==> src/rtl/core/block_request_tracker_macros.svh <==
// assertion macros for the block request tracker
`ifndef BLOCK_REQUEST_TRACKER_MACROS_SVH
`define BLOCK_REQUEST_TRACKER_MACROS_SVH
`ifndef SYNTH
`define BRT_ASSERT_IMPL(label, ante, cons) \
  label: assert property (@(posedge clk) disable iff (rst) (ante) |-> (cons)) \
    else $error("assertion failed");
`define BRT_ASSERT_NEXT(label, ante, cons) \
  label: assert property (@(posedge clk) disable iff (rst) (ante) |=> (cons)) \
    else $error("assertion failed");
`else
`define BRT_ASSERT_IMPL(label, ante, cons)
`define BRT_ASSERT_NEXT(label, ante, cons)
`endif
`endif

==> src/rtl/core/brt_pkg.sv <==
// shared types and constants of the block request tracker
`default_nettype none
package brt_pkg;
  localparam int MAX_PIECES  = 1024;
  localparam int MAX_BLOCKS  = 64;
  localparam int BLOCK_SHIFT = 14;
  localparam int BLOCK_BYTES = 1 << BLOCK_SHIFT;

  localparam logic [2:0] OP_REQUEST = 3'd0;
  localparam logic [2:0] OP_WRITING = 3'd1;
  localparam logic [2:0] OP_FINISH  = 3'd2;
  localparam logic [2:0] OP_ABORT   = 3'd3;
  localparam logic [2:0] OP_CANCEL  = 3'd4;
  localparam logic [2:0] OP_RESTORE = 3'd5;
  localparam logic [2:0] OP_HAVE    = 3'd6;

  localparam logic [1:0] BS_NONE  = 2'd0;
  localparam logic [1:0] BS_REQ   = 2'd1;
  localparam logic [1:0] BS_WRITE = 2'd2;
  localparam logic [1:0] BS_DONE  = 2'd3;

  localparam logic [1:0] REG_PIECE_COUNT   = 2'd0;
  localparam logic [1:0] REG_PIECE_BYTES   = 2'd1;
  localparam logic [1:0] REG_CONTENT_BYTES = 2'd2;

  typedef struct packed {
    logic [2:0] opcode;
    logic [9:0] piece_index;
    logic [5:0] block_index;
    logic [3:0] peer_id;
  } cmd_t;

  typedef struct packed {
    logic       status;
    logic [1:0] block_status;
    logic       piece_complete;
    logic [6:0] requested_blocks;
    logic [6:0] writing_blocks;
    logic [6:0] finished_blocks;
  } res_t;

  typedef enum logic [3:0] {
    S_CLR, S_IDLE, S_RD1, S_RD2, S_EXEC, S_ACT, S_CQ, S_CN, S_CB, S_CW
  } state_t;
endpackage
`default_nettype wire

==> src/rtl/core/brt_geom.sv <==
// block count of a piece: registered multiply, then tail clamp and ceiling shift
`default_nettype none
module brt_geom (
  input  wire logic        clk,
  input  wire logic [9:0]  piece,
  input  wire logic [10:0] piece_count,
  input  wire logic [20:0] piece_bytes,
  input  wire logic [30:0] content_bytes,
  output logic      [6:0]  nb
);
  logic [30:0]        prod;
  logic               last;
  logic signed [32:0] tail;
  logic [20:0]        size;
  logic [21:0]        sum;
  logic [7:0]         nb_raw;
  logic [6:0]         nb_next;

  always_ff @(posedge clk) begin
    prod <= 31'({21'd0, piece} * {10'd0, piece_bytes});
    last <= ({1'b0, piece} + 11'd1) >= piece_count;
    nb   <= nb_next;
  end

  always_comb begin
    tail = $signed({2'b00, content_bytes}) - $signed({2'b00, prod});
    if (!last || tail > $signed({12'd0, piece_bytes})) begin
      size = piece_bytes;
    end else begin
      size = tail[20:0];
    end
    sum    = {1'b0, size} + 22'(brt_pkg::BLOCK_BYTES - 1);
    nb_raw = sum[21:brt_pkg::BLOCK_SHIFT];
    if (last && tail <= 33'sd0) begin
      nb_next = 7'd0;
    end else if (nb_raw > 8'(brt_pkg::MAX_BLOCKS)) begin
      nb_next = 7'(brt_pkg::MAX_BLOCKS);
    end else begin
      nb_next = nb_raw[6:0];
    end
  end
endmodule
`default_nettype wire

==> config.mk <==
export PLATFORM = sky130hd
export DESIGN_NAME = brt_geom
export DESIGN_NICKNAME = d
export VERILOG_FILES = /design/src/rtl/core/block_request_tracker_macros.svh /design/src/rtl/core/brt_pkg.sv /design/src/rtl/core/brt_geom.sv
export SDC_FILE = /design/constraint.sdc
export NUM_CORES = 1
export LEC_CHECK = 0
export BUFFER_PORTS_ARGS = -buffer_cell sky130_fd_sc_hd__buf_2
export CAP_MARGIN = 5
export CORE_MARGIN = 4
export CORE_UTILIZATION = 45
export CTS_CLUSTER_DIAMETER = 40
export DETAILED_ROUTE_END_ITERATION = 6
export HOLD_SLACK_MARGIN = 0.02
export PLACE_DENSITY = 0.59
export SLEW_MARGIN = 5
export SYNTH_ARGS = -nofsm -noshare
export SYNTH_HDL_FRONTEND = slang
export SYNTH_SLANG_ARGS = --single-unit
==> constraint.sdc <==
create_clock -name clk -period 14.6 [get_ports clk]
set_clock_uncertainty 0.1 [all_clocks]
set_input_delay 1.46 -clock clk [delete_from_list [all_inputs] [get_ports clk]]
set_output_delay 1.46 -clock clk [all_outputs]
set_load 0.01 [all_outputs]
==> summary.txt, run 1 <==
Run status
  • Status: finished clean

Critical path
  • FF-to-FF path depth: 19
  • Crit. End Element: flop
  • Crit path kind: in2reg
  • Crit. path cell count: 20
  • Crit-path cells: buf_2 > nand2_1 > fa_1 > fa_1 > fa_1 > fa_1 > inv_1 > fa_1 > ha_1 > a21o_1 > a21oi_1 > o22ai_1 > a21oi_1 > a31oi_1 > o221ai_1 > o21ai_0 > nand4_1 > nand4b_1 > a21oi_1 > xnor2_1
  • Reg-to-reg critical path endpoint: nb[4]
  • Buf/Inv on CP: 2
  • CP most frequent cell: fa_1
  • CP startpoint: piece[2]
  • Crit path DAT: ~7 ns
  • Worst Path Max Fanout: 25
  • Crit-path max cell delay: approximately 0.54 ns
  • CP required: roughly 15 ns
  • Reg-to-reg startpoint: prod[0]
  • Critical Path Start Type: input pin
  • Crit path to: prod[30]
  • Worst path slowest cell: fa_1
  • R2R Setup Slk: ~9.3 ns
  • Family with the most delay on the worst path: adder cells

Power and ir drop
  • Maximum vdd ir drop: slightly above 0.09 mV
  • Leak pwr: about 5.9 nW
  • Pwr dens: 209 nW/µm²
  • Power share of the clock group: 4.6%
  • Sw Pwr: between 1 and 1.5 mW
  • Seq pwr share: 7.8%
  • Comb pwr share: 87.6%
  • Switching share of power: between 50% and 60%
  • Int Power: between 1 and 1.5 mW

CTS
  • Clock root buffer: clkbuf_16
  • Clock Sinks: 39
  • CTS hold repair buffers: 0
  • CTS tree: done
  • Post CTS Setup Buffer Count: 0
  • Max Buffers Root-to-Sink: 2
  • CTS clk-pin slew, worst paths: about 0.06 ns
  • H-Tree Level Count: 2
  • Post-cts sizing count: 0
  • Latest clock arrival within the worst-skew pair: between 0.2 and 0.3 ns
  • Total CTS buffers: 5

Die
  • I/O pin total: 81
  • Die height: 162 µm
  • Core area: 23,500 µm²
  • Initial Utilization: around 46%
  • Die Width: 162 µm
  • Full die area: roughly 26,000 µm²
  • Core Rows: 56

Detailed routing
  • Post-route ant nets: 0
  • Detailed-route DRC error count: 0
  • Mean routed wirelength per cell: about 17 µm
  • Drt first pass iters: 5
  • WL final: between 20 and 30 mm
  • 1st-iter DRT viols: about 380
  • DR vias: approximately 8,600
  • Drt via density: roughly 5.3

Synthesis
  • Synth area leaders: fa_1, ha_1, dfxtp_1
  • Post-Syn Area: ~11,000 µm²
  • Cell variety after synth: between 80 and 90
  • Cells after Synth: between 1,000 and 1,500
  • Dominant cell type by area after synthesis: fa_1
  • Top-area cell type share of the netlist area: 28.2%
  • Main flop type after synthesis: dfxtp_1
  • Syn_area_per_cell: 8.53 µm²
  • FFs w/ async S/R, synth: 0%
  • Ys Warns: 0
  • Post-synthesis sequential area ratio: 7.27%
  • Post-synth EDFFs: 0
  • Syn nets: between 1,500 and 2,000
  • Yosys reg bits: 39

GRT
  • Largest net degree at the start of global routing: 27
  • Total grt overflow: 0
  • Vias in the first global route: 8,810
  • GRT Resource Usage Total: a little over a fifth
  • First-pass GRT wire length: around 45 mm
  • Antenna violations before repair: 0

Final layout
  • Most frequent cells in the layout: inv_1, fa_1, nand2_1
  • Filler cells: around 2,300
  • Final design utilization: roughly 49%
  • Final instance area: 11,500 µm²
  • Layout cells sized above 1: about a tenth
  • P&R area growth vs syn: 6.96%
  • Fin nets: around 1,600
  • Most common cell after layout, fill and taps aside: inv_1

Timing
  • Setup_tns: 0 ns
  • RSZ-0062 raised after global routing: false
  • Pins Over Slew Limit: 0
  • Minimum clock period: 6.98 ns
  • Measured slew at the worst slew-check pin: 0.680 ns
  • Relative slew slack: 54.4%
  • Fmax: about 0.14 GHz
  • Final worst-path cycle share: a little under half
  • Final setup fails: 0
  • Count of final hold-check violations: 0

Worst hold path
  • Hold crit path type: reg2reg

Run
  • Max Cap Viol: 0

Placement
  • Final Wtd Congestion: just under 0.9
  • Buffers on Ports: 80
  • Placed cell areas: ~11,000 µm²
  • DP HPWL: between 20 and 25 mm
[final cells by class]
cell class	instances	area [µm²]	area share [%]
inverter	192	721	6.28
tap	319	399	3.48
antenna	1	2.50	0.0218
multi-input combinational	975	9030	78.7
timing repair buffer	80	400	3.49
sequential	39	781	6.80
clock buffer	5	125	1.09
clock inverter	3	20.0	0.174
[routing by layer]
| metal | part of all wire [%] | global-route usage, % | vias to the layer above |
|---|---|---|---|
| met1 | 49 | 30.5 | 4176 |
| met3 | 4.4 | 1.70 | 16 |
| met5 | 0 | 0 | - |
| met2 | 46 | 34.4 | 201 |
| met4 | 0.80 | 3.31 | 0 |
| li1 | - | - | 4208 |
[synth_stat cells, drive strengths merged (5+ instances only)]
library cell    n
inv           192
fa            151
nand2         142
ha            130
and2          113
a21oi          55
clkbuf         52
xnor2          49
a21o           43
dfxtp          39
nor2           37
o21ai          29
nand3          23
and3           16
nor3           16
xor2           16
nand4          15
a211oi          9
o21a            9
o211ai          8
nand2b          7
nor4            7
o21bai          7
or3             7
a31oi           6
nor4b           5
[worst min-delay path by stage]
stage / to / slack (ns) / cells after the start / startpoint
after floorplan: nb[5] / 0.50 / 3 / last
after global placement: nb[5] / 0.63 / 3 / last
after detailed placement: nb[5] / 0.64 / 3 / last
after CTS: nb[5] / 0.65 / 3 / last
after global routing: nb[5] / 0.70 / 3 / last
final: nb[5] / 0.65 / 3 / last
[kinds of logic after synthesis]
family,share of synthesized area (%)
AND/OR/NAND/NOR,20.7
XOR/XNOR,5.51
adder cells (fa/ha/maj),43.3
buffers and inverters,8.58
multiplexers,0.396
AO/OA/AOI/OAI,14.3
flip-flops,7.27
[flip-flops by register name, summed over array words and instances (netlist names)]
register  count
prod         31
nb            7
last          1
[worst reg2reg max path, stage by stage (launching register included)]
cell,delay [ns]
dfxtp_1,0.31
ha_1,0.15
inv_1,0.05
fa_1,0.43
a211oi_2,0.35
o211ai_1,0.21
a41oi_2,0.36
a21oi_4,0.15
a31o_4,0.30
xor2_1,0.52
ha_1,0.37
nand2_1,0.11
o21ai_0,0.13
a31oi_1,0.14
o21ai_0,0.11
o31ai_1,0.42
o41ai_1,0.16
nand4b_4,0.23
nor3b_2,0.42
a21o_1,0.19
[power by group through the flow]
stage | logic (mW) | registers, mW | clock network [mW]
after floorplan | 1.67 | 0.183 | 0
after global placement | 2.07 | 0.189 | 0
after detailed placement | 2.09 | 0.190 | 0
after CTS | 2.11 | 0.188 | 0.114
after global routing | 2.39 | 0.192 | 0.119
final | 2.10 | 0.188 | 0.111
[metrics by stage]
step	hold WS [ns]	worst slack [ns]	power, mW	instances
after floorplan	0.498	7.73	1.85	1259
after global placement	0.633	7.37	2.26	1605
after detailed placement	0.644	7.29	2.28	1605
after CTS	0.653	7.57	2.41	1613
after global routing	0.698	7.20	2.70	1613
final	0.645	7.62	2.40	1614
(Power assumes the default switching activity.)
==> run 2: changes to the inputs <==
--- a/config.mk
+++ b/config.mk
@@ -5,6 +5,7 @@
 export SDC_FILE = /design/constraint.sdc
 export NUM_CORES = 1
 export LEC_CHECK = 0
+export ABC_AREA = 1
 export BUFFER_PORTS_ARGS = -buffer_cell sky130_fd_sc_hd__buf_2
 export CAP_MARGIN = 5
 export CORE_MARGIN = 4
@@ -12,7 +13,7 @@
 export CTS_CLUSTER_DIAMETER = 40
 export DETAILED_ROUTE_END_ITERATION = 6
 export HOLD_SLACK_MARGIN = 0.02
-export PLACE_DENSITY = 0.59
+export PLACE_DENSITY = 0.61
 export SLEW_MARGIN = 5
 export SYNTH_ARGS = -nofsm -noshare
 export SYNTH_HDL_FRONTEND = slang
==> constraint.sdc (replaced) <==
create_clock -name clk -period 6.3 [get_ports clk]
set_clock_uncertainty 0.1 [all_clocks]
set_input_delay 0.63 -clock clk [delete_from_list [all_inputs] [get_ports clk]]
set_output_delay 0.63 -clock clk [all_outputs]
set_load 0.01 [all_outputs]
==> summary.txt, run 2 <==
Critical path
  • Reg-to-reg startpoint: prod[13]
  • R2R Setup Slk: 1.75 ns (-7.57 ns)
  • Crit-path max cell delay: 0.55 ns (about the same)
  • Crit path kind: in2reg
  • Crit path DAT: 5.91 ns (-1.19 ns)
  • Buf/Inv on CP: 2 (unchanged)
  • Critical Path Start Type: input pin
  • Worst Path Max Fanout: 10 (-60%)
  • Family with the most delay on the worst path: adder cells
  • Crit-path cells: buf_2 > nand2_1 > fa_1 > fa_1 > fa_1 > fa_1 > inv_1 > fa_1 > ha_1 > nand2_1 > o21ai_1 > a21boi_1 > o21ai_0 > a21boi_1 > o21ai_0 > a21boi_2 > o21ai_2 > a21oi_1 > o21ai_1 > a21boi_0 > xnor2_1
  • Crit. path cell count: 21 (+5.0%)
  • FF-to-FF path depth: 28 (+9)
  • Worst path slowest cell: fa_1
  • CP most frequent cell: fa_1
  • Reg-to-reg critical path endpoint: nb[1]
  • Crit. End Element: flop
  • CP required: 6.39 ns (-8.33 ns)

Final layout
  • Biggest regs: prod x31, nb x7, last x1
  • P&R area growth vs syn: 9.44%
  • Biggest register: prod
  • Number of flip-flops in the largest register: 31 (unchanged)
  • Layout cells sized above 1: 9.19% (-0.70 points)
  • Non-Filler Instances: 2,054 (+27%)
  • Final design utilization: 50.2% (+1.3 points)
  • Most frequent cells in the layout: nand2_1, inv_1, fa_1
  • Most common cell after layout, fill and taps aside: nand2_1
  • ANT cells: 0 (-1)
  • Fin nets: 2,084 (+26%)

CTS
  • Total CTS buffers: 5 (unchanged)
  • Max Buffers Root-to-Sink: 2 (unchanged)
  • CTS tree: done
  • H-Tree Level Count: 2 (unchanged)
  • Post-cts sizing count: 0 (unchanged)
  • Latest clock arrival within the worst-skew pair: 0.30 ns (about the same)
  • Clock root buffer: clkbuf_16
  • Post CTS Setup Buffer Count: 0 (unchanged)
  • Clock Sinks: 39 (unchanged)
  • CTS hold repair buffers: 0 (unchanged)
  • CTS clk-pin slew, worst paths: 0.07 ns (about the same)

Synthesis
  • Dominant cell type by area after synthesis: fa_1
  • Synth Area in Simple Gates: 25.6% (+4.9 points)
  • Cells after Synth: 1,657 (+32%)
  • Post-synthesis adder-cell area fraction: 41.4% (-1.9 points)
  • Synth area leaders: fa_1, nand2_1, inv_1
  • Top post-synthesis cells by count: nand2_1, inv_1, fa_1
  • Post-synthesis sequential area ratio: 6.95% (-0.32 points)
  • Largest family of logic cells by synthesized area: adder cells
  • Post-Syn Area: 11,200 µm² (+4.6%)
  • Yosys reg bits: 39 (unchanged)
  • Syn_area_per_cell: 6.78 µm² (-21%)
  • Cell variety after synth: 43 (-48%)
  • Post-Synth XOR/XNOR Area: 4.37% (-1.1 points)
  • FFs w/ async S/R, synth: 0% (unchanged)
  • Post-synthesis mux area share: 0% (-0.40 points)
  • Post-synth EDFFs: 0 (unchanged)
  • Most common cell in the netlist: nand2_1
  • Synth Area in Compound Gates: 5.29% (-9.0 points)
  • Main flop type after synthesis: dfxtp_1
  • Top-area cell type share of the netlist area: 26.9% (-1.2 points)
  • Ys Warns: 0 (unchanged)
  • Syn nets: 2,012 (+25%)

Worst hold path
  • Hold crit path type: in2reg
  • HP Start: piece_bytes[0]
  • Hold Path Sink: prod[0]
  • Hold depth: 4 (+1)

Detailed routing
  • Drt first pass iters: 6 (+1)
  • DR vias: 9,871 (+15%)
  • WL final: 30.1 mm (+12%)
  • 1st-iter DRT viols: 649 (+70%)
  • Detailed-route DRC error count: 0 (unchanged)
  • Drt via density: 4.81 (-9.8%)
  • Mean routed wirelength per cell: 14.6 µm (-12%)
  • Post-route ant nets: 0 (unchanged)

Power and ir drop
  • Maximum vdd ir drop: 0.247 mV (+170%)
  • Seq pwr share: 8.0% (+0.2 points)
  • Int Power: 2.55 mW (+120%)
  • Sw Pwr: 3.00 mW (+140%)
  • Comb pwr share: 86.6% (-1.0 points)
  • Power share of the clock group: 5.3% (+0.7 points)
  • Switching share of power: 54.0% (+1.6 points)
  • Pwr dens: 452 nW/µm² (+120%)
  • Leak pwr: 7.72 nW (+31%)

Timing
  • Fmax: ~0.17 GHz
  • Pins Over Slew Limit: 0 (unchanged)
  • Setup_tns: 0 ns (unchanged)
  • Minimum clock period: 5.82 ns
  • Final worst-path cycle share: roughly 92%
  • Final setup fails: 0 (unchanged)
  • Hold slack: 0.652 ns (+0.00686 ns)
  • RSZ-0062 raised after global routing: false
  • Count of final hold-check violations: 0 (unchanged)
  • Relative slew slack: 63.9% (+9.5 points)
  • Measured slew at the worst slew-check pin: 0.541 ns (-0.139 ns)

GRT
  • Vias in the first global route: 10,200 (+16%)
  • Antenna violations before repair: 0 (unchanged)
  • Largest net degree at the start of global routing: 25 (-7.4%)
  • Total grt overflow: 0 (unchanged)
  • First-pass GRT wire length: 50.8 mm (+13%)
  • GRT Resource Usage Total: 22.2% (+1.4 points)

Die
  • Core area: 24,500 µm² (+4.2%)
  • Initial Utilization: 45.9% (+0.17 points)
  • Die Width: 166 µm (+2.2%)
  • I/O pin total: 81 (unchanged)
  • Die height: 166 µm (+2.2%)
  • Core Rows: 57 (+1.8%)
  • Full die area: 27,500 µm² (+4.4%)

Run status
  • Status: finished clean

Placement
  • Final Wtd Congestion: 0.880 (about the same)
  • Buffers on Ports: 80 (unchanged)
  • Placed Cells: 2,046 (+27%)
  • DP HPWL: 25.6 mm (+19%)

Run
  • Max Cap Viol: 0 (unchanged)
==> run 2: changes by cell type in the layout (fill, tap and decap cells not counted), sizes merged, moves of 33 or more <==
cell | previous run | this run
nand2 | 142 | 523
inv | 192 | 442
and2 | 113 | 1
a21o | 43 | 2
nor2 | 37 | 75
nand3 | 23 | 56
==> run 2: worst max-delay path by stage <==
stage                        start  endpoint  slack (ns)
finish                    piece[3]  prod[29]        0.48
global route        piece_bytes[3]  prod[29]        0.02
CTS                 piece_bytes[4]  prod[30]        0.27
detailed placement  piece_bytes[6]  prod[30]       -0.04
global placement    piece_bytes[6]  prod[30]        0.05
floorplan                 piece[3]  prod[29]        0.05
==> run 2: through the flow <==
| stage | total power [mW] | worst slack [ns] | instance area (µm²) |
|---|---|---|---|
| 6_report | 5.56 | 0.481 | 12300 |
| 5_1_grt | 6.30 | 0.0179 | 12300 |
| 4_1_cts | 5.54 | 0.266 | 12300 |
| 3_5_place_dp | 5.21 | -0.0432 | 12100 |
| 3_3_place_gp | 5.14 | 0.0531 | 12100 |
| 2_1_floorplan | 3.98 | 0.0533 | 11200 |
==> run 2: layout make-up <==
type,instances,area [µm²]
Clock inverter,3,43.8
Multi-Input combinational cell,1127,8620
Clock buffer,5,125
Inverter,443,1660
Timing Repair Buffer,113,656
Tap cell,324,405
Sequential cell,39,781
Fill cell,2515,12200
==> run 2: cell families after synthesis <==
family | count (synthesis)
simple gates | 686
buf+inv | 491
fa+ha+maj | 281
compound gates | 104
xor+xnor | 56
flops | 39
==> run 2: power by group through the flow <==
stage	combinational, mW	clock, mW	sequential (mW)
detailed placement	4.76	0	0.452
global placement	4.69	0	0.450
finish	4.81	0.297	0.446
floorplan	3.54	0	0.439
global route	5.53	0.315	0.456
CTS	4.79	0.303	0.446
==> run 2: metal layers <==
| layer | wire, µm | track usage, % | part of all wire [%] | vias to the layer above |
|---|---|---|---|---|
| met2 | 13700 | 37.4 | 45 | 265 |
| met3 | 1460 | 1.57 | 4.9 | 30 |
| met1 | 14500 | 32.0 | 48 | 4578 |
| li1 | - | - | - | 4998 |
| met5 | 0 | 0 | 0 | - |
| met4 | 480 | 4.27 | 1.6 | 0 |
==> run 2: tightest hold or removal path, stage by stage <==
cell	delay, ns
buf_2	0.13
buf_4	0.16
nand2_1	0.05
inv_1	0.04
==> run 3: changes to the inputs <==
==> constraint.sdc (replaced) <==
create_clock -name clk -period 6.3 [get_ports clk]
set_clock_uncertainty 0.1 [all_clocks]
set_input_delay 0.945 -clock clk [delete_from_list [all_inputs] [get_ports clk]]
set_output_delay 0.945 -clock clk [all_outputs]
set_load 0.01 [all_outputs]
==> summary.txt, run 3 (synthesized netlist as in run 2, its figures left out) <==
CTS
  • Clock Sinks: 39 (unchanged)
  • CTS tree: done
  • Clock root buffer: clkbuf_16
  • Max Buffers Root-to-Sink: 2 (unchanged)
  • Latest clock arrival within the worst-skew pair: 0.29 ns (about the same)
  • CTS clk-pin slew, worst paths: 0.06 ns (about the same)
  • CTS hold repair buffers: 0 (unchanged)
  • Total CTS buffers: 5 (unchanged)
  • H-Tree Level Count: 2 (unchanged)

Timing
  • Minimum clock period: 5.94 ns (+0.123 ns)
  • Final worst-path cycle share: 94.3% (+2.0 points)
  • Count of final hold-check violations: 0 (unchanged)
  • Fmax: 0.168 GHz (-2.1%)
  • Measured slew at the worst slew-check pin: 0.532 ns (-0.00875 ns)
  • Final setup fails: 0 (unchanged)
  • Final WS setup: 0.358 ns (-0.123 ns)
  • Relative slew slack: 64.5% (+0.58 points)
  • RSZ-0062 raised after global routing: false
  • Pins Over Slew Limit: 0 (unchanged)

Worst hold path
  • Hold depth: 2 (-2)
  • Hold crit path type: reg2reg

Final layout
  • Most frequent cells in the layout: nand2_1, inv_1, fa_1
  • Filler cells: 2,524 (+0.36%)
  • ANT cells: 0 (unchanged)
  • P&R area growth vs syn: 11.5%
  • Fin nets: 2,112 (+1.3%)
  • Biggest regs: prod x31, nb x7, last x1
  • Number of flip-flops in the largest register: 31 (unchanged)
  • Most common cell after layout, fill and taps aside: nand2_1
  • Biggest register: prod
  • Non-Filler Instances: 2,082 (+1.4%)
  • Layout cells sized above 1: 10.6% (+1.4 points)

Run
  • Max Cap Viol: 0 (unchanged)

Critical path
  • Crit. End Element: flop
  • FF-to-FF path depth: 27 (-3.6%)
  • Critical Path Start Type: input pin
  • CP required: 6.38 ns (about the same)
  • Worst Path Max Fanout: 7 (-3)
  • Crit path DAT: 6.02 ns (+0.11 ns)
  • Crit path kind: in2reg

Placement
  • DP HPWL: 25.8 mm (+0.53%)
  • Buffers on Ports: 80 (unchanged)
  • Final Wtd Congestion: 0.957 (+8.8%)
  • Pre-CTS setup slack: -0.0701 ns (-0.0269 ns)
  • Placed Cells: 2,073 (+1.3%)

Die
  • Die Width: 166 µm (unchanged)
  • Full die area: 27,500 µm² (unchanged)
  • Core Rows: 57 (unchanged)
  • Die height: 166 µm (unchanged)
  • I/O pin total: 81 (unchanged)
  • Initial Utilization: 45.9% (unchanged)
  • Core area: 24,500 µm² (unchanged)

GRT
  • Vias in the first global route: 10,200 (+0.078%)
  • Largest net degree at the start of global routing: 25 (unchanged)
  • GRT Resource Usage Total: 21.9% (-0.33 points)
  • First-pass GRT wire length: 50.3 mm (-0.94%)
  • Antenna violations before repair: 2 (+2)
  • Total grt overflow: 0 (unchanged)

Detailed routing
  • WL final: 29.7 mm (-1.4%)
  • Drt first pass iters: 7 (+1)
  • Detailed-route DRC error count: 0 (unchanged)
  • 1st-iter DRT viols: 653 (+0.62%)
  • Drt via density: 4.78 (-0.55%)
  • Mean routed wirelength per cell: 14.2 µm (-2.7%)
  • DR vias: 9,951 (+0.81%)
  • Post-route ant nets: 0 (unchanged)

Power and ir drop
  • Leak pwr: 7.85 nW (+1.8%)
  • Power, Total: 5.75 mW (+3.4%)
  • Pwr dens: 459 nW/µm² (+1.5%)
  • Maximum vdd ir drop: 0.242 mV (-2.0%)

Run status
  • Status: finished clean
## run 3: cell count changes in the layout (fill, tap and decap cells not counted), sizes merged
cell and delta:
clkinvlp +1, bufinv +1, clkinv -2, clkbuf -3, buf +31
## run 3: critical path, stage by stage
cell,delay [ns]
buf_2,0.21
nand2_1,0.11
fa_1,0.51
fa_1,0.49
inv_1,0.05
fa_1,0.51
fa_1,0.53
fa_1,0.49
ha_1,0.36
a21oi_1,0.22
o21ai_0,0.10
a21oi_1,0.20
o21ai_2,0.08
a21boi_1,0.18
o21ai_1,0.11
a21boi_1,0.19
o21ai_1,0.10
a21boi_1,0.18
o21ai_0,0.15
nand2_1,0.11
nand2_1,0.06
xor2_1,0.14
## run 3: power by group
group          leakage, nW  internal (mW)  switching (mW)
logic                 7.44           2.16            2.81
clock network       0.0900          0.227           0.106
registers            0.328          0.409          0.0389
## run 3: final timing paths
kind         startpoint        to  slack [ns]
max            piece[6]  prod[28]        0.36
min                last     nb[6]        0.71
max reg2reg     prod[0]     nb[1]        1.86
min reg2reg        last     nb[6]        0.71
## run 3: final cells by class
| class | instances | area (µm²) | share of cell area, % |
|---|---|---|---|
| clock buffer | 5 | 125 | 0.999 |
| clock inverter | 3 | 67.6 | 0.540 |
| inverter | 443 | 1660 | 13.3 |
| multi-input combinational | 1127 | 8620 | 68.9 |
| sequential | 39 | 781 | 6.24 |
| tap | 324 | 405 | 3.24 |
| timing repair buffer | 141 | 858 | 6.85 |
## run 3: through the flow
| stage | cell area, µm² | hold WS, ns | util (%) | TNS, ns |
|---|---|---|---|---|
| final | 12500 | 0.715 | 51.2 | 0 |
| after global routing | 12500 | 0.775 | 51.2 | 0 |
| after CTS | 12500 | 0.721 | 51.1 | 0 |
| after detailed placement | 12300 | 0.702 | 50.3 | -0.117 |
| after global placement | 12300 | 0.684 | 50.3 | 0 |
| after floorplan | 11300 | 0.590 | - | 0 |
## run 3: repair_timing
| action | CTS | global route |
|---|---|---|
| endpoints found under the setup margin | 0 | 4 |
| endpoints found under the hold margin | 0 | 0 |
| setup buffers | 0 | 1 |
| resized for setup | 0 | 5 |
## run 3: metal layers
layer  vias up  GRT usage, %  wire [µm]
li1       5060             -          -
met1      4664          30.3      14100
met2       185          37.4      13900
met3        38          2.38       1120
met4         4          4.63        519
met5         -             0         14
